### config.mk
export PLATFORM = sky130hd
export DESIGN_NAME = bsb_weight_seq
export DESIGN_NICKNAME = d
export VERILOG_FILES = /design/src/design/bsb_pkg.sv /design/src/design/bsb_weight_seq.sv
export SDC_FILE = /design/constraint.sdc
export NUM_CORES = 2
export LEC_CHECK = 0
export BUFFER_PORTS_ARGS = -buffer_cell sky130_fd_sc_hd__buf_4
export CORE_ASPECT_RATIO = 0.9
export CORE_MARGIN = 2
export CORE_UTILIZATION = 45
export DETAILED_ROUTE_END_ITERATION = 12
export REMOVE_ABC_BUFFERS = 1
export SKIP_CTS_REPAIR_TIMING = 1
export SLEW_MARGIN = 20
export SYNTH_ARGS = -nofsm -noshare
export SYNTH_HDL_FRONTEND = slang
export SYNTH_SLANG_ARGS = --single-unit
### constraint.sdc
create_clock -name clk_i -period 10.9 [get_ports clk_i]
set_clock_uncertainty 0.2 [all_clocks]
set_input_delay 1.09 -clock clk_i [delete_from_list [all_inputs] [get_ports clk_i]]
set_output_delay 1.09 -clock clk_i [all_outputs]
set_load 0.02 [all_outputs]
### src/design/bsb_pkg.sv
// Shared types, constants and helper functions for the BCD to scaled binary unit.
package bsb_pkg;

  localparam int unsigned MAX_DIGITS = 8;
  localparam int unsigned DIGIT_W    = 4;
  localparam int unsigned DATA_W     = 32;
  localparam int unsigned LANE_IDX_W = $clog2(MAX_DIGITS);
  localparam int unsigned CFG_IDX_W  = 2;
  localparam int unsigned CNT_W      = 4;

  // Largest legal decimal digit.
  localparam logic [DIGIT_W-1:0] DIGIT_MAX = 4'd9;

  // floor(x / 10) == (x * DIV10_RECIP) >> DIV10_SHIFT for every 32-bit x.
  localparam logic [DATA_W-1:0] DIV10_RECIP = 32'hCCCC_CCCD;
  localparam int unsigned       DIV10_SHIFT = 35;

  localparam logic [DATA_W-1:0] ALL_ONES = 32'hFFFF_FFFF;

  // Configuration register indexes.
  typedef enum logic [CFG_IDX_W-1:0] {
    REG_DIGIT_COUNT    = 2'd0,
    REG_POINT_POSITION = 2'd1,
    REG_SCALE_MULT     = 2'd2
  } bsb_reg_e;

  // Weight sequencer states.
  typedef enum logic [1:0] {
    SEQ_TOP,
    SEQ_WALK,
    SEQ_READY
  } bsb_seq_e;

  // Status from the weight sequencer to the datapath.
  typedef struct packed {
    logic                  ready;
    logic                  cfg_bad;
    logic [MAX_DIGITS-1:0] used;
  } bsb_ctrl_t;

  // Registered result of one lane.
  typedef struct packed {
    logic [DATA_W-1:0] prod;
    logic              bad;
  } bsb_lane_t;

  // Truncated division by ten through a reciprocal multiply.
  function automatic logic [DATA_W-1:0] div10(input logic [DATA_W-1:0] x);
    logic [2*DATA_W-1:0] p;
    p = {{DATA_W{1'b0}}, x} * {{DATA_W{1'b0}}, DIV10_RECIP};
    return DATA_W'(p[2*DATA_W-1:DIV10_SHIFT]);
  endfunction

  // Powers of ten up to 10^7.
  function automatic logic [DATA_W-1:0] pow10(input logic [LANE_IDX_W-1:0] e);
    logic [DATA_W-1:0] r;
    case (e)
      3'd0:    r = 32'd1;
      3'd1:    r = 32'd10;
      3'd2:    r = 32'd100;
      3'd3:    r = 32'd1000;
      3'd4:    r = 32'd10000;
      3'd5:    r = 32'd100000;
      3'd6:    r = 32'd1000000;
      default: r = 32'd10000000;
    endcase
    return r;
  endfunction

endpackage

### src/design/bsb_weight_seq.sv
// Configuration registers and the sequencer that derives the per-lane digit weights.
module bsb_weight_seq (
  input  logic                                         clk_i,
  input  logic                                         rst_ni,
  input  logic                                         cfg_we_i,
  input  logic [bsb_pkg::CFG_IDX_W-1:0]                cfg_idx_i,
  input  logic [bsb_pkg::DATA_W-1:0]                   cfg_wdata_i,
  output logic [bsb_pkg::MAX_DIGITS-1:0][bsb_pkg::DATA_W-1:0] weight_o,
  output bsb_pkg::bsb_ctrl_t                           ctrl_o
);
  import bsb_pkg::*;

  logic [CNT_W-1:0]      digit_count_q;
  logic [CNT_W-1:0]      point_pos_q;
  logic [DATA_W-1:0]     scale_mult_q;
  bsb_seq_e              state_q, state_d;
  logic [LANE_IDX_W-1:0] walk_q;
  logic [DATA_W-1:0]     cur_q;
  logic [MAX_DIGITS-1:0][DATA_W-1:0] lane_w_q;

  logic                  cfg_bad;
  logic [LANE_IDX_W-1:0] last_walk;
  logic [LANE_IDX_W-1:0] lane_idx;
  logic [DATA_W-1:0]     top_w;
  logic [DATA_W-1:0]     top_prod;
  logic                  seq_ready;
  logic                  walk_en;

  // Configuration register writes.
  always_ff @(posedge clk_i or negedge rst_ni) begin
    if (!rst_ni) begin
      digit_count_q <= 4'd8;
      point_pos_q   <= 4'd8;
      scale_mult_q  <= 32'd1;
    end else if (cfg_we_i) begin
      unique case (cfg_idx_i)
        REG_DIGIT_COUNT:    digit_count_q <= cfg_wdata_i[CNT_W-1:0];
        REG_POINT_POSITION: point_pos_q   <= cfg_wdata_i[CNT_W-1:0];
        REG_SCALE_MULT:     scale_mult_q  <= cfg_wdata_i;
        default: ;
      endcase
    end
  end

  // A format is unusable when the digit count or the point is out of range.
  assign cfg_bad = (digit_count_q == '0) || (digit_count_q > CNT_W'(MAX_DIGITS)) ||
                   (point_pos_q > digit_count_q);

  assign last_walk = LANE_IDX_W'(digit_count_q - CNT_W'(1));
  assign lane_idx  = last_walk - walk_q;

  // Weight of the top used digit.
  assign top_prod = DATA_W'(scale_mult_q * pow10(LANE_IDX_W'(point_pos_q - CNT_W'(1))));
  assign top_w    = (point_pos_q == '0) ? div10(scale_mult_q) : top_prod;

  // Next state: a configuration write restarts the weight derivation.
  always_comb begin
    state_d = state_q;
    unique case (state_q)
      SEQ_TOP:   state_d = cfg_bad ? SEQ_READY : SEQ_WALK;
      SEQ_WALK:  state_d = (walk_q == last_walk) ? SEQ_READY : SEQ_WALK;
      SEQ_READY: state_d = SEQ_READY;
      default:   state_d = SEQ_TOP;
    endcase
    if (cfg_we_i) begin
      state_d = SEQ_TOP;
    end
  end

  // Sequencer outputs.
  always_comb begin
    seq_ready = 1'b0;
    walk_en   = 1'b0;
    unique case (state_q)
      SEQ_TOP:   ;
      SEQ_WALK:  walk_en = 1'b1;
      SEQ_READY: seq_ready = 1'b1;
      default:   ;
    endcase
  end

  always_ff @(posedge clk_i or negedge rst_ni) begin
    if (!rst_ni) begin
      state_q <= SEQ_TOP;
      walk_q  <= '0;
    end else begin
      state_q <= state_d;
      if (state_q == SEQ_TOP) begin
        walk_q <= '0;
      end else if (walk_en) begin
        walk_q <= walk_q + LANE_IDX_W'(1);
      end
    end
  end

  // Walk down from the top digit, one division by ten per cycle.
  always_ff @(posedge clk_i) begin
    if (state_q == SEQ_TOP) begin
      cur_q <= top_w;
    end else if (walk_en) begin
      lane_w_q[lane_idx] <= cur_q;
      cur_q              <= div10(cur_q);
    end
  end

  assign weight_o = lane_w_q;

  // Status to the datapath; lanes above the digit count take no part.
  always_comb begin
    ctrl_o.ready   = seq_ready;
    ctrl_o.cfg_bad = cfg_bad;
    for (int p = 0; p < MAX_DIGITS; p++) begin
      ctrl_o.used[p] = (CNT_W'(p) < digit_count_q);
    end
  end

endmodule

==> impl_metrics.csv <==
group,metric,value,unit
status,outcome,"finished, final reports clean",
run,max_cap_viol_count,0,
critical_path,cp_slowest_cell,"a21oi_1",
routing,viasPerCell,5.149,
sta,fin_setup_tns,0,ps
global_route,antenna_found_initial,3,
sta,setup_viol,0,
logic_synthesis,async_flop_share,0.1351,
clock_tree,cts_root_buf,"clkbuf_16",
clock_tree,clock_sinks,333,
sta,hold_slack,277.4,ps
sta,setup_slack,683.9,ps
logic_synthesis,yosysSeqAreaShare,0.1683,
logic_synthesis,ys_types,84,
logic_synthesis,syn_avg_cell_area,10.79,sq um
routing,dr.pass1.iters,7,
clock_tree,htreeDepth,2,
critical_path,worstPathRequired,11040,ps
sta,finalCritPeriodShare,0.9373,
logic_synthesis,synth-seq-cells,333,
routing,detail_route.wl_per_cell,23.24,um
critical_path,arrival,10360,ps
clock_tree,clkTransAtPathRegs,70,ps
logic_synthesis,yosys-top-cells-count,"inv_1, fa_1, ha_1",
clock_tree,cts_tree,"built",
global_route,overflow,0,
floorplanning,rows,125,
place,gp_congestion,1.004,
sta,slew_viol_final,0,
floorplanning,fp.dieArea,132000,sq um
cells_and_area,fill_cells,11730,
clock_tree,clk_latency,650,ps
logic_synthesis,synth_most_common_cell,"inv_1",
logic_synthesis,synth_top_area_cell,"fa_1",
logic_synthesis,netlist_area,58110,sq um
routing,drc_errors,0,
critical_path,worstSetupPathType,"reg2reg",
clock_tree,clockBufferDepth,3,
logic_synthesis,synth_top_area_frac,0.4072,
sta,min_period,10220,ps
critical_path,startpoint_type,"flop",
global_route,grt_pass1_vias,41420,
cells_and_area,area_growth,10.24,%
cells_and_area,utilization,0.4983,
logic_synthesis,ys_warn_count,0,
worst_hold_path,worstHoldPathType,"in2async",
critical_path,crit_path_end_kind,"flop",
critical_path,worst_r2r_endpoint,"cur_q[31]$_SDFFCE_PP0P_",
critical_path,worstRegToRegCells,30,
critical_path,cpPeakStageDelay,860,ps
critical_path,rrSetupSlack,680,ps
global_route,grt_max_degree,46,
place,portBuffers,302,
routing,drtIter0Drc,2684,
cells_and_area,fin_nets,7715,
sta,tightestPinTransition,1126,ps
clock_tree,cts_made_buffers,39,
floorplanning,die_h,344.9,um
sta,finalHoldViolations,0,
floorplanning,initial_core_util,0.4520,
routing,routed_wl,172.9,mm
routing,postRouteAntennaNets,0,
logic_synthesis,synth_edf_count,288,
floorplanning,coreArea,128600,sq um
sta,rsz0062_at_grt,"no",
global_route,grt_usage,0.2706,
floorplanning,io_pins,303,
place,dp_hpwl,146.5,mm
cells_and_area,layout-drive-gt1-share,0.08958,
logic_synthesis,syn_inst,5386,
critical_path,cp_max_fo,34,
floorplanning,die_x,382.8,um
sta,max_clock_freq,97.89,MHz
sta,relSlewSlack,0.2399,
routing,vias,38310,
logic_synthesis,yosys_most_used_dff,"edfxtp_1",
critical_path,r2r-start,"point_pos_q[0]$_DFFE_PN0P_",
place,pre_cts_slack,843.5,ps
global_route,grt_pass1_wl,264.3,mm
critical_path,crit_top_cell,"fa_1",
logic_synthesis,synth_area_leaders,"fa_1, ha_1, edfxtp_1, inv_1, and2_1",
cells_and_area,num_antenna_cells,0,
==> worst max-delay path by stage <==
stage | endpoint | depth (start not counted) | slack, ps | start
floorplan | cur_q[31]$_SDFFCE_PP0P_ | 30 | 910 | point_pos_q[1]$_DFFE_PN0P_
global placement | cur_q[31]$_SDFFCE_PP0P_ | 31 | 1150 | point_pos_q[0]$_DFFE_PN0P_
detailed placement | cur_q[31]$_SDFFCE_PP0P_ | 30 | 840 | point_pos_q[0]$_DFFE_PN0P_
CTS | cur_q[31]$_SDFFCE_PP0P_ | 30 | 770 | point_pos_q[0]$_DFFE_PN0P_
global route | cur_q[31]$_SDFFCE_PP0P_ | 30 | 20 | point_pos_q[0]$_DFFE_PN0P_
finish | cur_q[31]$_SDFFCE_PP0P_ | 30 | 680 | point_pos_q[0]$_DFFE_PN0P_
==> placed cells by master (no fill, tap or decap), types with 50 or more instances in the layout <==
cell	synthesis	final
inv_1	1732	1731
fa_1	1182	1182
ha_1	799	798
buf_4	3	363
edfxtp_1	288	288
and2_1	191	191
nand2_1	166	166
a21oi_1	131	131
nor2_1	91	85
o21ai_0	79	78
xnor2_1	77	77
a21o_1	61	60
nor3_1	54	51
and3_1	50	50
==> critical path, delay by kind of cell (launching register included) <==
| kind | cells | cell delay, ps |
|---|---|---|
| adder cells (fa/ha/maj) | 9 | 4520 |
| AO/OA/AOI/OAI | 6 | 2020 |
| buffers and inverters | 8 | 1270 |
| AND/OR/NAND/NOR | 6 | 1020 |
| flip-flops | 1 | 650 |
| XOR/XNOR | 1 | 190 |
==> metrics by stage <==
stage	instance area [sq um]	cells
after floorplan	57740	5293
after global placement	62680	7370
after detailed placement	62690	7370
after CTS	64060	7441
after global routing	64060	7441
final	64060	7441
==> per-layer routing <==
metal / up-vias / GRT usage / wire length [um] / share of wire
met4: 4 / 0.09465 / 7127 / 0.041
met1: 19570 / 0.3749 / 73910 / 0.43
met3: 267 / 0.04305 / 12460 / 0.072
met5: - / 0 / 27 / 0.00016
met2: 1435 / 0.4340 / 79410 / 0.46
li1: 17040 / - / - / -
==> sequential cells by signal, summed over array words and instances (netlist names) <==
register	flops
scale_mult_q	32
weight_o	256
state_q	2
point_pos_q	4
walk_q	3
digit_count_q	4
cur_q	32
==> cell families (layout without fill, tap and decap cells) <==
| kind of cell | Yosys count | in the layout | synth area share |
|---|---|---|---|
| AOI/OAI and AO/OA | 431 | 431 | 0.04996 |
| buffers and inverters | 1826 | 2167 | 0.1183 |
| adders and majority gates | 1981 | 1981 | 0.5793 |
| muxes | 44 | 44 | 0.008355 |
| DFF | 333 | 333 | 0.1683 |
| and+or+nand+nor | 653 | 653 | 0.05812 |
| xor gates and xnor gates | 118 | 118 | 0.01779 |
==> layout make-up <==
class | count | area [sq um] | area share
clock buffers | 43 | 1011 | 0.01578
well taps | 1714 | 2145 | 0.03348
clock inverters | 28 | 362.8 | 0.005664
flip-flops and latches | 333 | 9778 | 0.1526
multi-input cells | 3227 | 41530 | 0.6484
inverters | 1733 | 6505 | 0.1015
repair buffers | 363 | 2725 | 0.04254
Power is not shown: default switching activity piles up to over one toggle a cycle in this logic, so the estimate is an artifact.
