### src/design/bsb_pkg.sv
// Shared types, constants and helper functions for the BCD to scaled binary unit.
package bsb_pkg;

  localparam int unsigned MAX_DIGITS = 8;
  localparam int unsigned DIGIT_W    = 4;
  localparam int unsigned DATA_W     = 32;
  localparam int unsigned LANE_IDX_W = $clog2(MAX_DIGITS);
  localparam int unsigned CFG_IDX_W  = 2;
  localparam int unsigned CNT_W      = 4;

  // Largest legal decimal digit.
  localparam logic [DIGIT_W-1:0] DIGIT_MAX = 4'd9;

  // floor(x / 10) == (x * DIV10_RECIP) >> DIV10_SHIFT for every 32-bit x.
  localparam logic [DATA_W-1:0] DIV10_RECIP = 32'hCCCC_CCCD;
  localparam int unsigned       DIV10_SHIFT = 35;

  localparam logic [DATA_W-1:0] ALL_ONES = 32'hFFFF_FFFF;

  // Configuration register indexes.
  typedef enum logic [CFG_IDX_W-1:0] {
    REG_DIGIT_COUNT    = 2'd0,
    REG_POINT_POSITION = 2'd1,
    REG_SCALE_MULT     = 2'd2
  } bsb_reg_e;

  // Weight sequencer states.
  typedef enum logic [1:0] {
    SEQ_TOP,
    SEQ_WALK,
    SEQ_READY
  } bsb_seq_e;

  // Status from the weight sequencer to the datapath.
  typedef struct packed {
    logic                  ready;
    logic                  cfg_bad;
    logic [MAX_DIGITS-1:0] used;
  } bsb_ctrl_t;

  // Registered result of one lane.
  typedef struct packed {
    logic [DATA_W-1:0] prod;
    logic              bad;
  } bsb_lane_t;

  // Truncated division by ten through a reciprocal multiply.
  function automatic logic [DATA_W-1:0] div10(input logic [DATA_W-1:0] x);
    logic [2*DATA_W-1:0] p;
    p = {{DATA_W{1'b0}}, x} * {{DATA_W{1'b0}}, DIV10_RECIP};
    return DATA_W'(p[2*DATA_W-1:DIV10_SHIFT]);
  endfunction

  // Powers of ten up to 10^7.
  function automatic logic [DATA_W-1:0] pow10(input logic [LANE_IDX_W-1:0] e);
    logic [DATA_W-1:0] r;
    case (e)
      3'd0:    r = 32'd1;
      3'd1:    r = 32'd10;
      3'd2:    r = 32'd100;
      3'd3:    r = 32'd1000;
      3'd4:    r = 32'd10000;
      3'd5:    r = 32'd100000;
      3'd6:    r = 32'd1000000;
      default: r = 32'd10000000;
    endcase
    return r;
  endfunction

endpackage

### src/design/bsb_if.sv


interface bsb_out_if;
  import bsb_pkg::*;
  logic              valid;
  logic              ready;
  logic [DATA_W-1:0] scaled_value;
  logic              format_error;

  modport source (output valid, output scaled_value, output format_error, input ready);
  modport sink (input valid, input scaled_value, input format_error, output ready);
endinterface

### src/design/bsb_merge.sv
// Merge stage: sums the lane products, folds in errors and holds the result register.
module bsb_merge (
  input  logic                                        clk_i,
  input  logic                                        rst_ni,
  input  logic                                        en_i,
  input  logic                                        valid_i,
  input  logic                                        cfg_bad_i,
  input  bsb_pkg::bsb_lane_t [bsb_pkg::MAX_DIGITS-1:0] lane_i,
  bsb_out_if.source                                   res_o
);
  import bsb_pkg::*;

  logic                          valid_q;
  logic [DATA_W-1:0]             value_q;
  logic                          error_q;
  logic [MAX_DIGITS-1:0][DATA_W-1:0] level;
  logic [DATA_W-1:0]             sum;
  logic                          any_bad;
  logic [DATA_W-1:0]             value_d;
  logic                          error_d;

  // Adder tree over the lanes, all sums modulo 2^32.
  always_comb begin
    for (int p = 0; p < MAX_DIGITS; p++) begin
      level[p] = lane_i[p].prod;
    end
    for (int s = 1; s < MAX_DIGITS; s = s * 2) begin
      for (int p = 0; p + s < MAX_DIGITS; p = p + 2 * s) begin
        level[p] = level[p] + level[p+s];
      end
    end
    sum = level[0];
  end

  // Any error forces the all-ones value.
  always_comb begin
    any_bad = cfg_bad_i;
    for (int p = 0; p < MAX_DIGITS; p++) begin
      any_bad = any_bad | lane_i[p].bad;
    end
    error_d = any_bad;
    value_d = any_bad ? ALL_ONES : sum;
  end

  always_ff @(posedge clk_i or negedge rst_ni) begin
    if (!rst_ni) begin
      valid_q <= 1'b0;
    end else if (en_i) begin
      valid_q <= valid_i;
    end
  end

  always_ff @(posedge clk_i) begin
    if (en_i) begin
      value_q <= value_d;
      error_q <= error_d;
    end
  end

  assign res_o.valid        = valid_q;
  assign res_o.scaled_value = value_q;
  assign res_o.format_error = error_q;

endmodule

### src/flat_wrapper.sv
// flat-port wrapper written by rule: the top's interface ports become plain ports
module bsb_merge_flat import bsb_pkg::*;
  (clk_i, rst_ni, en_i, valid_i, cfg_bad_i, lane_i, res_o_valid, res_o_scaled_value, res_o_format_error, res_o_ready);
  bsb_out_if res_o_i ();
  input  logic clk_i;
  input  logic rst_ni;
  input  logic en_i;
  input  logic valid_i;
  input  logic cfg_bad_i;
  input  bsb_pkg::bsb_lane_t [bsb_pkg::MAX_DIGITS-1:0] lane_i;
  output wire logic [$bits(res_o_i.valid)-1:0] res_o_valid;
  output wire logic [$bits(res_o_i.scaled_value)-1:0] res_o_scaled_value;
  output wire logic [$bits(res_o_i.format_error)-1:0] res_o_format_error;
  input wire logic [$bits(res_o_i.ready)-1:0] res_o_ready;
  assign res_o_valid = res_o_i.valid;
  assign res_o_scaled_value = res_o_i.scaled_value;
  assign res_o_format_error = res_o_i.format_error;
  assign res_o_i.ready = res_o_ready;
  bsb_merge u_core (.clk_i(clk_i), .rst_ni(rst_ni), .en_i(en_i), .valid_i(valid_i), .cfg_bad_i(cfg_bad_i), .lane_i(lane_i), .res_o(res_o_i));
endmodule
### config.mk
export PLATFORM = sky130hd
export DESIGN_NAME = bsb_merge_flat
export DESIGN_NICKNAME = d
export VERILOG_FILES = /design/src/design/bsb_pkg.sv /design/src/design/bsb_if.sv /design/src/design/bsb_merge.sv /design/src/flat_wrapper.sv
export SDC_FILE = /design/constraint.sdc
export NUM_CORES = 1
export LEC_CHECK = 0
export BUFFER_PORTS_ARGS = -buffer_cell sky130_fd_sc_hd__buf_2
export CAP_MARGIN = 30
export CORE_MARGIN = 2
export CORE_UTILIZATION = 52
export CTS_CLUSTER_DIAMETER = 80
export CTS_CLUSTER_SIZE = 40
export DETAILED_ROUTE_END_ITERATION = 8
export PLACE_DENSITY = 0.84
export SLEW_MARGIN = 0
export SYNTH_ARGS = -nofsm -noshare
export SYNTH_HDL_FRONTEND = slang
export SYNTH_SLANG_ARGS = --single-unit
export TNS_END_PERCENT = 10
### constraint.sdc
create_clock -name clk_i -period 0.8 [get_ports clk_i]
set_input_delay 0.08 -clock clk_i [delete_from_list [all_inputs] [get_ports clk_i]]
set_output_delay 0.08 -clock clk_i [all_outputs]
set_load 0.005 [all_outputs]
==> Implementation_results.wiki <==
{| class="wikitable"
! Metric !! Value
|-
| Status || finished, violations left
|-
| Violated checks || setup timing
|-
| Via count of the first global-routing pass || between 7000 and 8000
|-
| Worst-margin pin slew || 0.434 ns
|-
| Initial Utilization || 53.7%
|-
| Maximum buffer depth of the clock tree || 2
|-
| Placed Cells incl. Taps || 1408
|-
| Via count || 6598
|-
| Cells traversed along the worst timing path || buf_6, inv_2, fa_1, inv_1, fa_1, fa_1, inv_1, fa_1, inv_1, ha_4, buf_6, a211oi_4, o21ai_2, nor3b_4, a21o_1, a221o_2, a31oi_4, xor2_1, nand2_1
|-
| Total leakage power || ~6 nW
|-
| Number of instances in the synthesized netlist || 857
|-
| DRC violations left || 0
|-
| Post-placement setup slack || -3.84 ns
|-
| Final #Nets || between 1500 and 2000
|-
| Max Clock Freq || 234 MHz
|-
| Number of unique standard cell types used by synthesis || 47
|-
| Root buffer cell || sky130_fd_sc_hd__clkbuf_16
|-
| Worst R2R Start || u_core.res_o.valid$_DFFE_PN0P_
|-
| Die Outline Area || between 15000 and 20000 sq um
|-
| Largest stage delay on the critical path || 0.53 ns
|-
| First element of the critical path || lane_i[3]
|-
| Worst Hold Launch || valid_i
|-
| # rows || 44
|-
| Total number of clock tree sinks || 34
|-
| Maximum fanout count along the critical path || 4
|-
| CTS tree || done
|-
| Cell with the biggest individual delay on the critical path || sky130_fd_sc_hd__fa_1
|-
| Top_reg_cell synth || sky130_fd_sc_hd__edfxtp_1
|-
| Commonest cells after routing, fill and taps aside || 370 x sky130_fd_sc_hd__inv_1, 298 x sky130_fd_sc_hd__buf_2, 178 x sky130_fd_sc_hd__fa_1
|-
| Data arrival, critical path || about 4.3 ns
|-
| Share of cells above drive strength 1 || between 30 and 40%
|-
| Count of flip-flops with a built-in enable after synthesis || 33
|-
| Family with the most delay on the worst path || adder cells
|-
| Detail-routed via count per cell || 4.63
|-
| Clk_lat worst skew || 0.27 ns
|-
| Dominant cell type by count on the critical path || sky130_fd_sc_hd__fa_1
|-
| Hold Vio Cnt, Final || 0
|-
| Overflow left after global routing || 0
|-
| Max-Cap Viols || 0
|-
| Final period demand of the worst path || 4.28 ns
|-
| Synth area leader || sky130_fd_sc_hd__fa_1
|-
| Final setup vio count || 67
|-
| Weighted congestion at the end of routability-driven global placement || 0.876
|-
| Final cell count without fillers || 1425
|-
| Total standard cell area after synthesis || 7860 sq um
|-
| # fillers || approximately 1000
|-
| Drt first pass iters || 4
|-
| Share of synthesized registers carrying an async set or reset || 2.94%
|-
| Fraction of the cycle the final worst path needs || 535%
|-
| Yosys warns || 0
|-
| Area share of the leading cell type in the synthesized netlist || between 40% and 50%
|-
| Required time of the worst setup path || 0.81 ns
|-
| Initial antenna violation count || 1
|-
| H-Tree Depth || 2
|-
| Synth Net Count || approximately 1300
|-
| Start-to-end type of the worst setup path || input pin to register
|-
| Overall routed net length || 19.3 mm
|-
| Width of the die || 127 microns
|-
| Clock Pin Slew Worst Setup and Hold Paths || 0.06 ns
|-
| Final Slew Violations || 0
|-
| Antenna Nets Post-Route || 0
|-
| First-pass GRT wire length || 31.5 mm
|-
| Setup repair after global routing missed its margin || yes
|-
| Sequential area share after synthesis || 12.9%
|-
| Number of buffers inserted during clock tree synthesis || 5
|-
| DPL Wire Length || 16.4 mm
|-
| Worst VDD drop || 0.00246 V
|-
| Overall fraction of global-route tracks in use || ~24%
|-
| Port Buffers || 302
|-
| Bufs and invs on worst path || 6
|-
| Rel. slew slack || between 70% and 80%
|-
| Number of DRC markers after the initial detailed-route iteration || 327
|-
| Number of synthesized register bits || 34
|-
| Kind of end point of the critical path || register
|-
| Most frequent standard cell in the layout excluding fill and tap cells || sky130_fd_sc_hd__inv_1
|-
| Number of top-level pins || 304
|-
| Power Dens Cells || 4500 nW/um^2
|-
| Floorplan core area || 14600 sq um
|-
| Routed wirelength normalized by instance count || 13.6 microns
|-
| Pin count of the biggest net entering global routing || 27
|-
| Top area cells in the synthesized netlist || sky130_fd_sc_hd__fa_1 47%, sky130_fd_sc_hd__inv_1 18%, sky130_fd_sc_hd__edfxtp_1 13%, sky130_fd_sc_hd__ha_1 5.1%, sky130_fd_sc_hd__xnor2_1 1.9%
|-
| Worst-case setup margin in the final layout || -3.48 ns
|-
| Kind of launch point of the worst setup path || input pin
|-
| Relative area change from synthesis to final layout || 37.3%
|-
| Die Y || 127 microns
|-
| Type of the tightest min-delay check || input pin to register
|-
| Worst clock skew on the final layout || 0 ns
|-
| Post-Synthesis Mean Instance Area || 9.17 sq um
|}
[cells by family after synthesis]
logic type               synth area share (%)
multiplexers                            0.525
adder cells (fa/ha/maj)                  51.7
AND/OR/NAND/NOR                          5.90
AO/OA/AOI/OAI                            6.81
buffers and inverters                    18.7
flip-flops                               12.9
XOR/XNOR                                 3.45
[report_power, final]
| part | internal [mW] | switching [mW] | leakage [nW] | total, mW |
|---|---|---|---|---|
| combinational | 22.2 | 21.7 | 5.70 | 43.9 |
| clock | 1.79 | 0.773 | 0.0940 | 2.56 |
| sequential | 2.05 | 0.0224 | 0.344 | 2.07 |
| total | 26.1 | 22.5 | 6.14 | 48.5 |
[cell type report]
cell class              count  area, sq um  area share, %
clock buffers               5          125           1.16
diodes                      1         2.50         0.0232
repair buffers            381         2170           20.1
well taps                 184          230           2.13
clock inverters             3         68.8          0.638
inverters                 385         1450           13.5
flip-flops and latches     34         1020           9.41
multi-input cells         432         5730           53.1
[synth_stat cells (4+ instances only)]
master	number
sky130_fd_sc_hd__inv_1	384
sky130_fd_sc_hd__fa_1	183
sky130_fd_sc_hd__nand2_1	39
sky130_fd_sc_hd__edfxtp_1	33
sky130_fd_sc_hd__ha_1	32
sky130_fd_sc_hd__a21oi_1	24
sky130_fd_sc_hd__o21ai_0	20
sky130_fd_sc_hd__nor2_1	18
sky130_fd_sc_hd__xnor2_1	17
sky130_fd_sc_hd__xor2_1	14
sky130_fd_sc_hd__a21o_1	10
sky130_fd_sc_hd__nand3_1	10
sky130_fd_sc_hd__nor3_1	7
sky130_fd_sc_hd__nand2b_1	6
sky130_fd_sc_hd__a211oi_1	5
sky130_fd_sc_hd__clkbuf_1	5
sky130_fd_sc_hd__or3_1	4
[metal layers]
layer / global-route usage [%] / part of all wire, % / up-vias
met5: 0 / 0 / -
met4: 7.18 / 2.7 / 0
met3: 2.66 / 6.4 / 38
met2: 49.2 / 56 / 274
met1: 26.5 / 35 / 3118
li1: - / - / 3168
[sequential cells by signal, indices dropped and copies added (netlist names)]
name / cells
u_core.res_o.format_error: 1
u_core.res_o.scaled_value: 32
u_core.res_o.valid: 1
[through the flow]
| step | util [%] | hold slack [ns] | cell area [sq um] | power (mW) | setup TNS (ns) |
|---|---|---|---|---|---|
| after floorplan | - | -0.216 | 7950 | 26.4 | -95.87 |
| after global placement | 69.8 | -0.146 | 10200 | 38.5 | -104.74 |
| after detailed placement | 69.8 | -0.145 | 10200 | 39.7 | -106.28 |
| after CTS | 72.6 | 0.0332 | 10600 | 45.9 | -95.36 |
| after global routing | 73.7 | 0.0476 | 10800 | 53.2 | -101.86 |
| final | 73.7 | 0.0342 | 10800 | 48.5 | -96.93 |
[worst paths after layout]
check	end	slack (ns)	cells past startpoint
worst min-delay path	u_core.res_o.valid$_DFFE_PN0P_	0.03	2
max in group asynchronous	u_core.res_o.valid$_DFFE_PN0P_	0.60	2
worst max register to register	u_core.res_o.valid$_DFFE_PN0P_	0.06	1
min in group asynchronous	u_core.res_o.valid$_DFFE_PN0P_	0.11	2
worst min register to register	u_core.res_o.valid$_DFFE_PN0P_	0.51	1
worst max-delay path	u_core.res_o.scaled_value[27]$_SDFFCE_PP1P_	-3.48	19
[what timing repair did]
action                     in CTS  in global routing
resized for setup              40                 32
hold endpoints to repair        1                  0
gates cloned                    0                  0
setup buffers                   6                  1
pin swaps                      37                 22
hold buffers                    1                  0
setup endpoints to repair      67                 67
No activity file was read; power rests on OpenSTA's default activity.
