File: src/design/bsb_pkg.sv
// Shared types, constants and helper functions for the BCD to scaled binary unit.
package bsb_pkg;

  localparam int unsigned MAX_DIGITS = 8;
  localparam int unsigned DIGIT_W    = 4;
  localparam int unsigned DATA_W     = 32;
  localparam int unsigned LANE_IDX_W = $clog2(MAX_DIGITS);
  localparam int unsigned CFG_IDX_W  = 2;
  localparam int unsigned CNT_W      = 4;

  // Largest legal decimal digit.
  localparam logic [DIGIT_W-1:0] DIGIT_MAX = 4'd9;

  // floor(x / 10) == (x * DIV10_RECIP) >> DIV10_SHIFT for every 32-bit x.
  localparam logic [DATA_W-1:0] DIV10_RECIP = 32'hCCCC_CCCD;
  localparam int unsigned       DIV10_SHIFT = 35;

  localparam logic [DATA_W-1:0] ALL_ONES = 32'hFFFF_FFFF;

  // Configuration register indexes.
  typedef enum logic [CFG_IDX_W-1:0] {
    REG_DIGIT_COUNT    = 2'd0,
    REG_POINT_POSITION = 2'd1,
    REG_SCALE_MULT     = 2'd2
  } bsb_reg_e;

  // Weight sequencer states.
  typedef enum logic [1:0] {
    SEQ_TOP,
    SEQ_WALK,
    SEQ_READY
  } bsb_seq_e;

  // Status from the weight sequencer to the datapath.
  typedef struct packed {
    logic                  ready;
    logic                  cfg_bad;
    logic [MAX_DIGITS-1:0] used;
  } bsb_ctrl_t;

  // Registered result of one lane.
  typedef struct packed {
    logic [DATA_W-1:0] prod;
    logic              bad;
  } bsb_lane_t;

  // Truncated division by ten through a reciprocal multiply.
  function automatic logic [DATA_W-1:0] div10(input logic [DATA_W-1:0] x);
    logic [2*DATA_W-1:0] p;
    p = {{DATA_W{1'b0}}, x} * {{DATA_W{1'b0}}, DIV10_RECIP};
    return DATA_W'(p[2*DATA_W-1:DIV10_SHIFT]);
  endfunction

  // Powers of ten up to 10^7.
  function automatic logic [DATA_W-1:0] pow10(input logic [LANE_IDX_W-1:0] e);
    logic [DATA_W-1:0] r;
    case (e)
      3'd0:    r = 32'd1;
      3'd1:    r = 32'd10;
      3'd2:    r = 32'd100;
      3'd3:    r = 32'd1000;
      3'd4:    r = 32'd10000;
      3'd5:    r = 32'd100000;
      3'd6:    r = 32'd1000000;
      default: r = 32'd10000000;
    endcase
    return r;
  endfunction

endpackage

File: src/design/bsb_lane.sv
// One digit lane: weights its nibble and checks that it is a decimal digit.
module bsb_lane (
  input  logic                          clk_i,
  input  logic                          en_i,
  input  logic                          used_i,
  input  logic [bsb_pkg::DIGIT_W-1:0]   nibble_i,
  input  logic [bsb_pkg::DATA_W-1:0]    weight_i,
  output bsb_pkg::bsb_lane_t            res_o
);
  import bsb_pkg::*;

  bsb_lane_t res_q, res_d;

  // Product modulo 2^32; unused lanes contribute nothing.
  always_comb begin
    res_d.prod = DATA_W'({{(DATA_W-DIGIT_W){1'b0}}, nibble_i} * weight_i);
    if (!used_i) begin
      res_d.prod = '0;
    end
    res_d.bad = used_i && (nibble_i > DIGIT_MAX);
  end

  always_ff @(posedge clk_i) begin
    if (en_i) begin
      res_q <= res_d;
    end
  end

  assign res_o = res_q;

endmodule

File: config.mk
export PLATFORM = sky130hd
export DESIGN_NAME = bsb_lane
export DESIGN_NICKNAME = d
export VERILOG_FILES = /design/src/design/bsb_pkg.sv /design/src/design/bsb_lane.sv
export SDC_FILE = /design/constraint.sdc
export NUM_CORES = 1
export LEC_CHECK = 0
export BUFFER_PORTS_ARGS = -buffer_cell sky130_fd_sc_hd__buf_2
export CORE_MARGIN = 8
export CORE_UTILIZATION = 40
export CTS_CLUSTER_SIZE = 20
export DETAILED_ROUTE_END_ITERATION = 10
export PLACE_DENSITY = 0.55
export SYNTH_ARGS = -nofsm -noshare
export SYNTH_HDL_FRONTEND = slang
export SYNTH_SLANG_ARGS = --single-unit
File: constraint.sdc
create_clock -name clk_i -period 8.02 [get_ports clk_i]
set_input_delay 2.406 -clock clk_i [delete_from_list [all_inputs] [get_ports clk_i]]
set_output_delay 2.406 -clock clk_i [all_outputs]
set_load 0.01 [all_outputs]
==> results by group, run 1 <==
Drt
  • ANT nets after route: 0
  • First-pass DRT Iterations: 4
  • 1st-iter DRT viols: 195
  • DR WL/cell: 13.6 um
  • Via density: 4.82
  • Routed wire length: 11100 um
  • Vias: 3938
  • DRC: 0

Finish
  • Ant. Diodes: 0
  • Largest register FFs: 33
  • Final Util: 45.1%
  • Fin cells: 817
  • Fillers: 1245
  • Share of layout cells above drive strength 1: 13.2%
  • Design Area, Final: 0.00563 mm2
  • Layout Nets: 772
  • Syn-to-layout area delta: 11.7%

Die
  • Site row count: 41
  • Die W: 128 um
  • Die Height: 128 um
  • IO Count: 72
  • Die area: 0.0164 mm2
  • Core Region: 0.0125 mm2
  • Starting Density: 40.4%

Pwr
  • Peak supply drop: 0.0861 mV
  • Leak: 2.73 nW
  • Pwr Density: 180 mW/mm2
  • Total Power: 1.01 mW

Yosys
  • Mapped Cells: 591
  • Synth Cell Area: 0.00504 mm2
  • Post-Syn Nets: 719
  • Post-synth top area cell: fa_1
  • Library cells used by synthesis: 51
  • Register area share after synthesis: 19.7%
  • Most numerous cell in the Yosys netlist: inv_1
  • Yosys warning count: 0
  • Synthesis-stage register bit count: 33
  • Ys flop type: edfxtp_1
  • Top cell type's share of synthesized area: 22.7%
  • Synth Area per Inst: 8.52 um2
  • Async S/R FF share, synth: 0%
  • Commonest cells post-synth: 114 x inv_1, 88 x and2_1, 66 x nand2_1, 57 x fa_1, 33 x edfxtp_1
  • EDFF count, synth: 33
  • Ranking of synthesized cells by area: fa_1 23%, edfxtp_1 20%, and2_1 11%

Global route
  • Initial antenna violation count: 0
  • First-pass GRT wire length: 19200 um
  • Aggregate global-route resource usage: 14.0%
  • Grt ovf: 0
  • Number of global-route vias before repair: 3991
  • Largest net degree at the start of global routing: 34

Worst setup path
  • Setup CP Type: in -> reg
  • CP max FO: 30
  • Most used cell, CP: fa_1
  • CP max stage delay: 540 ps
  • Crit path max-delay family: adder cells
  • Worst setup SP type: primary input
  • Slowest CP cell: fa_1
  • Setup crit end kind: register
  • Critical Path RT: 8020 ps
  • Crit-path cells: buf_2 > nand2_1 > fa_1 > fa_1 > fa_1 > nor2b_1 > o2111ai_1 > a211oi_1 > o21ai_1 > a311oi_1 > o21a_1 > nor3_1
  • CP arrival: 6070 ps
  • CP Buf/Inv Count: 1

STA
  • Fmax: 0.165 GHz
  • Setup TNS: 0 ps
  • Final hold vios: 0
  • Max transition margin: 50.9%
  • Period utilization: 75.7%
  • RSZ-0062 raised after global routing: no
  • Max-slew violations: 0
  • Crit path time final: 6070 ps
  • Count of final setup violators: 0
  • Worst Tran Pin Value: 736 ps

Clock network
  • CTS clock-pin slew for the worst setup and hold paths: 50 ps
  • H-tree level count: 2
  • Number of CTS-inserted buffers: 5
  • CTS tree: built
  • Resized Gates After CTS: 0
  • Clock root buffer: clkbuf_16
  • Setup Fix Bufs, Post-CTS: 0
  • Clk buf depth: 2
  • CTS Sinks: 33
  • Hold buffers post-CTS: 0

Placed design
  • Final Wtd Congestion: 0.852
  • Placed instance count: 809
  • IO buf count: 71
  • Hpwl dp: 9500 um
  • Post-DP Area: 0.00549 mm2

Worst hold path
  • Min-delay worst type: in -> reg

Flow run
  • Max-cap violations: 0

Outcome
  • Outcome: completed
==> area by class of cell <==
cell class                      instances  area [um2]  area share (%)
Multi-Input combinational cell        419        3500            62.2
Tap cell                              172         215            3.82
Clock inverter                          2        10.0           0.178
Clock buffer                            6         129            2.29
Sequential cell                        33         991            17.6
Timing Repair Buffer                   71         355            6.32
Inverter                              114         428            7.61
==> layer usage <==
layer  share of wire [%]  vias up  global-route usage (%)
met1                  53     1868                    21.3
met4                0.61        0                    2.52
met3                 5.1        7                    1.96
met2                  42       89                    20.7
met5                   0        -                       0
li1                    -     1974                       -
==> kinds of logic after synthesis <==
family	after synthesis	share of synthesized area (%)
buffers and inverters	139	10.9
XOR/XNOR	23	4.27
multiplexers	4	0.795
flip-flops	33	19.7
AND/OR/NAND/NOR	217	22.2
adder cells (fa/ha/maj)	89	30.6
AO/OA/AOI/OAI	86	11.6
==> through the flow <==
| step | hold WS (ps) | setup slack (ps) |
|---|---|---|
| floorplan | 2520 | 2150 |
| global placement | 2790 | 1760 |
| detailed placement | 2800 | 1690 |
| CTS | 2520 | 1960 |
| global route | 2550 | 1680 |
| finish | 2520 | 1950 |
==> report_power, final <==
group / switching (mW) / leakage, nW / total [mW] / internal (mW)
clock: 0.0655 / 0.0706 / 0.179 / 0.114
sequential: 0.00804 / 0.318 / 0.246 / 0.238
combinational: 0.356 / 2.34 / 0.585 / 0.229
==> cells in the final DEF, fill, tap and decap left out, types with 2 or more instances in the layout <==
master and instances:
a211oi_1 3, a21o_1 6, a21oi_1 24, a31oi_1 6, and2_1 88, and3_1 2
buf_2 71, clkbuf_16 5, clkinv_2 2, edfxtp_1 33, fa_1 57, ha_1 32
inv_1 114, mux2i_1 4, nand2_1 66, nand2b_1 6, nand3_1 3, nand4_1 6
nor2_1 30, nor2b_1 3, nor3_1 9, o2111ai_1 2, o211ai_1 3, o21a_1 7
o21ai_0 16, o21bai_1 3, o41ai_2 2, xnor2_1 12, xor2_1 10
==> worst paths after layout <==
| path | end | cells after the start | slack [ps] | start |
|---|---|---|---|---|
| setup / recovery | res_o[31] | 12 | 1950 | nibble_i[3] |
| hold / removal | res_o[1] | 2 | 2520 | weight_i[0] |
Note: power is estimated with default switching activity, not from simulation.
==> run 2, diff against run 1 <==
--- a/config.mk
+++ b/config.mk
@@ -5,6 +5,7 @@
 export SDC_FILE = /design/constraint.sdc
 export NUM_CORES = 1
 export LEC_CHECK = 0
+export ABC_AREA = 1
 export BUFFER_PORTS_ARGS = -buffer_cell sky130_fd_sc_hd__buf_2
 export CORE_MARGIN = 8
 export CORE_UTILIZATION = 40
==> constraint.sdc (replaced) <==
create_clock -name clk_i -period 6.3 [get_ports clk_i]
set_input_delay 1.89 -clock clk_i [delete_from_list [all_inputs] [get_ports clk_i]]
set_output_delay 1.89 -clock clk_i [all_outputs]
set_load 0.01 [all_outputs]
==> results by group, run 2 <==
Pwr
  • Clock power share: 19.2% (+1.5 points)
  • Total Power: 1.40 mW (+38%)
  • Leak: 4.21 nW (+54%)
  • Pwr Density: 215 mW/mm2 (+20%)
  • P_int: 0.755 mW (+30%)
  • Share of power burned in registers: 21.8% (-2.5 points)
  • Comb pwr share: 59.0% (+1.1 points)
  • Net Sw Power: 0.644 mW (+50%)
  • Net Sw Frac: 46.0% (+3.5 points)
  • Peak supply drop: 0.104 mV (+21%)

Worst setup path
  • CP arrival: 5050 ps (-1020 ps)
  • Worst setup SP type: primary input
  • Setup crit end kind: register
  • Setup CP Type: in -> reg
  • End of the critical path: res_o[25]
  • Crit path max-delay family: adder cells
  • CP Buf/Inv Count: 3 (+2)
  • Slowest CP cell: fa_1
  • CP max FO: 31 (+3.3%)
  • Crit-path cells: buf_2 > nand2_1 > fa_1 > fa_1 > fa_1 > inv_1 > nand3_1 > nand3_1 > nand2_1 > nand2_1 > nand2_1 > nand3_1 > nand2_1 > inv_1 > nor2_1
  • Stages on worst setup path: 15 (+3)
  • Critical Path RT: 6320 ps (-1700 ps)
  • Worst setup startpoint: nibble_i[3]
  • CP max stage delay: 540 ps (about the same)
  • Most used cell, CP: nand2_1

Global route
  • Aggregate global-route resource usage: 16.1% (+2.0 points)
  • Number of global-route vias before repair: 5130 (+29%)
  • Grt ovf: 0 (unchanged)
  • Largest net degree at the start of global routing: 34 (unchanged)
  • First-pass GRT wire length: 24500 um (+27%)
  • Initial antenna violation count: 0 (unchanged)

Yosys
  • Mapped Cells: 933 (+58%)
  • Post-synthesis compound-gate area fraction: 4.46% (-7.1 points)
  • Post-Synth Adder-Cell Area: 26.4% (-4.2 points)
  • Post-synth top area cell: nand2_1
  • Ys flop type: edfxtp_1
  • Top cell type's share of synthesized area: 20.6% (-2.0 points)
  • Largest family of logic cells by synthesized area: simple AND/OR/NAND/NOR gates
  • Synth Area per Inst: 6.26 um2 (-27%)
  • Commonest cells post-synth: 321 x nand2_1, 292 x inv_1, 58 x nor2_1, 57 x fa_1
  • Most numerous cell in the Yosys netlist: nand2_1
  • Ranking of synthesized cells by area: nand2_1 21%, fa_1 20%, inv_1 19%
  • Synth Area in Simple Gates: 31.6% (+9.4 points)
  • Register area share after synthesis: 17.0% (-2.7 points)
  • Library cells used by synthesis: 27 (-47%)
  • Mux share of post-synthesis cell area: 0% (-0.80 points)
  • EDFF count, synth: 33 (unchanged)
  • XOR/XNOR Fraction of Synth Area: 0.300% (-4.0 points)
  • Post-Syn Nets: 1061 (+48%)
  • Synth Cell Area: 0.00584 mm2 (+16%)
  • Async S/R FF share, synth: 0% (unchanged)
  • Synthesis-stage register bit count: 33 (unchanged)
  • Yosys warning count: 0 (unchanged)

Finish
  • Fillers: 1605 (+29%)
  • Most frequent cells in the layout: 321 x nand2_1, 292 x inv_1, 71 x buf_2
  • Ant. Diodes: 0 (unchanged)
  • Most common cell after layout, fill and taps aside: nand2_1
  • Layout Nets: 1123 (+45%)
  • Syn-to-layout area delta: 11.6%
  • Multi-input gate area: 0.00366 mm2 (+4.7%)
  • Largest register FFs: 33 (unchanged)
  • Reg area: 991 um2 (unchanged)
  • Share of layout cells above drive strength 1: 10.9% (-2.3 points)

STA
  • Worst Tran Pin Value: 738 ps (+2.47 ps)
  • Crit path time final: 5020 ps
  • Count of final setup violators: 0 (unchanged)
  • Setup TNS: 0 ps (unchanged)
  • Hold Slack: 2000 ps (-520 ps)
  • Period utilization: 79.7%
  • Max transition margin: 50.8% (-0.16 points)
  • Fmax: 0.199 GHz
  • Final worst slack: 1280 ps (-670 ps)
  • Max-slew violations: 0 (unchanged)
  • RSZ-0062 raised after global routing: no
  • Final hold vios: 0 (unchanged)

Clock network
  • CTS clock-pin slew for the worst setup and hold paths: 50 ps (about the same)
  • CTS Sinks: 33 (unchanged)
  • Number of CTS-inserted buffers: 5 (unchanged)
  • Resized Gates After CTS: 0 (unchanged)
  • Clk buf depth: 2 (unchanged)
  • Clock root buffer: clkbuf_16
  • Setup Fix Bufs, Post-CTS: 0 (unchanged)
  • Hold buffers post-CTS: 0 (unchanged)
  • H-tree level count: 2 (unchanged)
  • CTS tree: built

Flow run
  • Max-cap violations: 0 (unchanged)

Drt
  • Vias: 5104 (+30%)
  • 1st-iter DRT viols: 388 (+99%)
  • ANT nets after route: 0 (unchanged)
  • DRC: 0 (unchanged)
  • First-pass DRT Iterations: 5 (+1)
  • DR WL/cell: 11.9 um (-13%)
  • Routed wire length: 14100 um (+26%)
  • Via density: 4.33 (-10%)

Worst hold path
  • Min-delay worst type: in -> reg

Die
  • IO Count: 72 (unchanged)
  • Core Region: 0.0144 mm2 (+16%)
  • Die area: 0.0187 mm2 (+14%)
  • Site row count: 44 (+7.3%)
  • Die W: 137 um (+6.7%)
  • Die Height: 137 um (+6.7%)
  • Starting Density: 40.5% (+0.076 points)

Placed design
  • IO buf count: 71 (unchanged)
  • Setup WS pre-CTS: 973 ps (-713 ps)
  • Hpwl dp: 12100 um (+27%)
  • Final Wtd Congestion: 0.926 (+8.8%)

Outcome
  • Outcome: completed
==> run 2: changes by cell type in the layout (fill, tap and decap cells not counted), moves of 6 or more <==
| cell | before | now |
|---|---|---|
| and2_1 | 88 | 4 |
| nor3_1 | 9 | 2 |
| inv_1 | 114 | 292 |
| a21o_1 | 6 | 0 |
| a21oi_1 | 24 | 33 |
| nand2b_1 | 6 | 0 |
| xor2_1 | 10 | 1 |
| nor2_1 | 30 | 58 |
| o21a_1 | 7 | 0 |
| a31oi_1 | 6 | 0 |
| nand3_1 | 3 | 27 |
| xnor2_1 | 12 | 1 |
| nand2_1 | 66 | 321 |
| nand2_2 | 0 | 11 |
==> run 2: worst min-delay path by stage <==
stage / slack [ps] / from / depth (start not counted) / endpoint
2_1_floorplan: 2000 / en_i / 0 / res_o[0]
3_3_place_gp: 2290 / weight_i[0] / 3 / res_o[1]
3_5_place_dp: 2280 / weight_i[0] / 3 / res_o[1]
4_1_cts: 1990 / weight_i[0] / 3 / res_o[1]
5_1_grt: 2040 / weight_i[0] / 3 / res_o[1]
6_report: 2000 / weight_i[0] / 3 / res_o[1]
==> run 2: cell families (layout without fill, tap and decap cells) <==
family	after synthesis	after routing
flip-flops	33	33
AND/OR/NAND/NOR	445	445
buffers and inverters	313	375
AO/OA/AOI/OAI	51	51
XOR/XNOR	2	2
adder cells (fa/ha/maj)	89	89
==> run 2: layout make-up <==
cell class                      count  share of cell area [%]
Multi-Input combinational cell    587                    56.2
Inverter                          297                    17.1
Sequential cell                    33                    15.2
Timing Repair Buffer               71                    5.45
Tap cell                          184                    3.53
Clock buffer                        5                    1.92
Clock inverter                      2                   0.538
==> run 2: through the flow <==
stage / util (%) / area, um2 / instances
after floorplan: - / 5840 / 933
after global placement: 44.1 / 6350 / 1172
after detailed placement: 44.1 / 6350 / 1172
after CTS: 45.2 / 6520 / 1179
after global routing: 45.2 / 6520 / 1179
final: 45.2 / 6520 / 1179
==> run 2: worst min-delay path, delay by kind of cell <==
family / cells / cell delay, ps
simple gates: 2 / 160
buf+inv: 1 / 110
==> run 2: power by group through the flow <==
| stage | logic, mW | registers, mW | clock network [mW] |
|---|---|---|---|
| floorplan | 0.569 | 0.333 | 0 |
| global placement | 0.827 | 0.310 | 0 |
| detailed placement | 0.826 | 0.310 | 0 |
| CTS | 0.832 | 0.306 | 0.275 |
| global route | 0.958 | 0.309 | 0.283 |
| finish | 0.825 | 0.305 | 0.269 |
==> run 2: layer usage <==
layer,up-vias,global-route usage [%],share of wire [%]
li1,2778,-,-
met1,2202,23.1,52
met2,112,25.1,42
met3,12,1.80,5.5
met4,0,4.04,1.1
met5,-,0,0
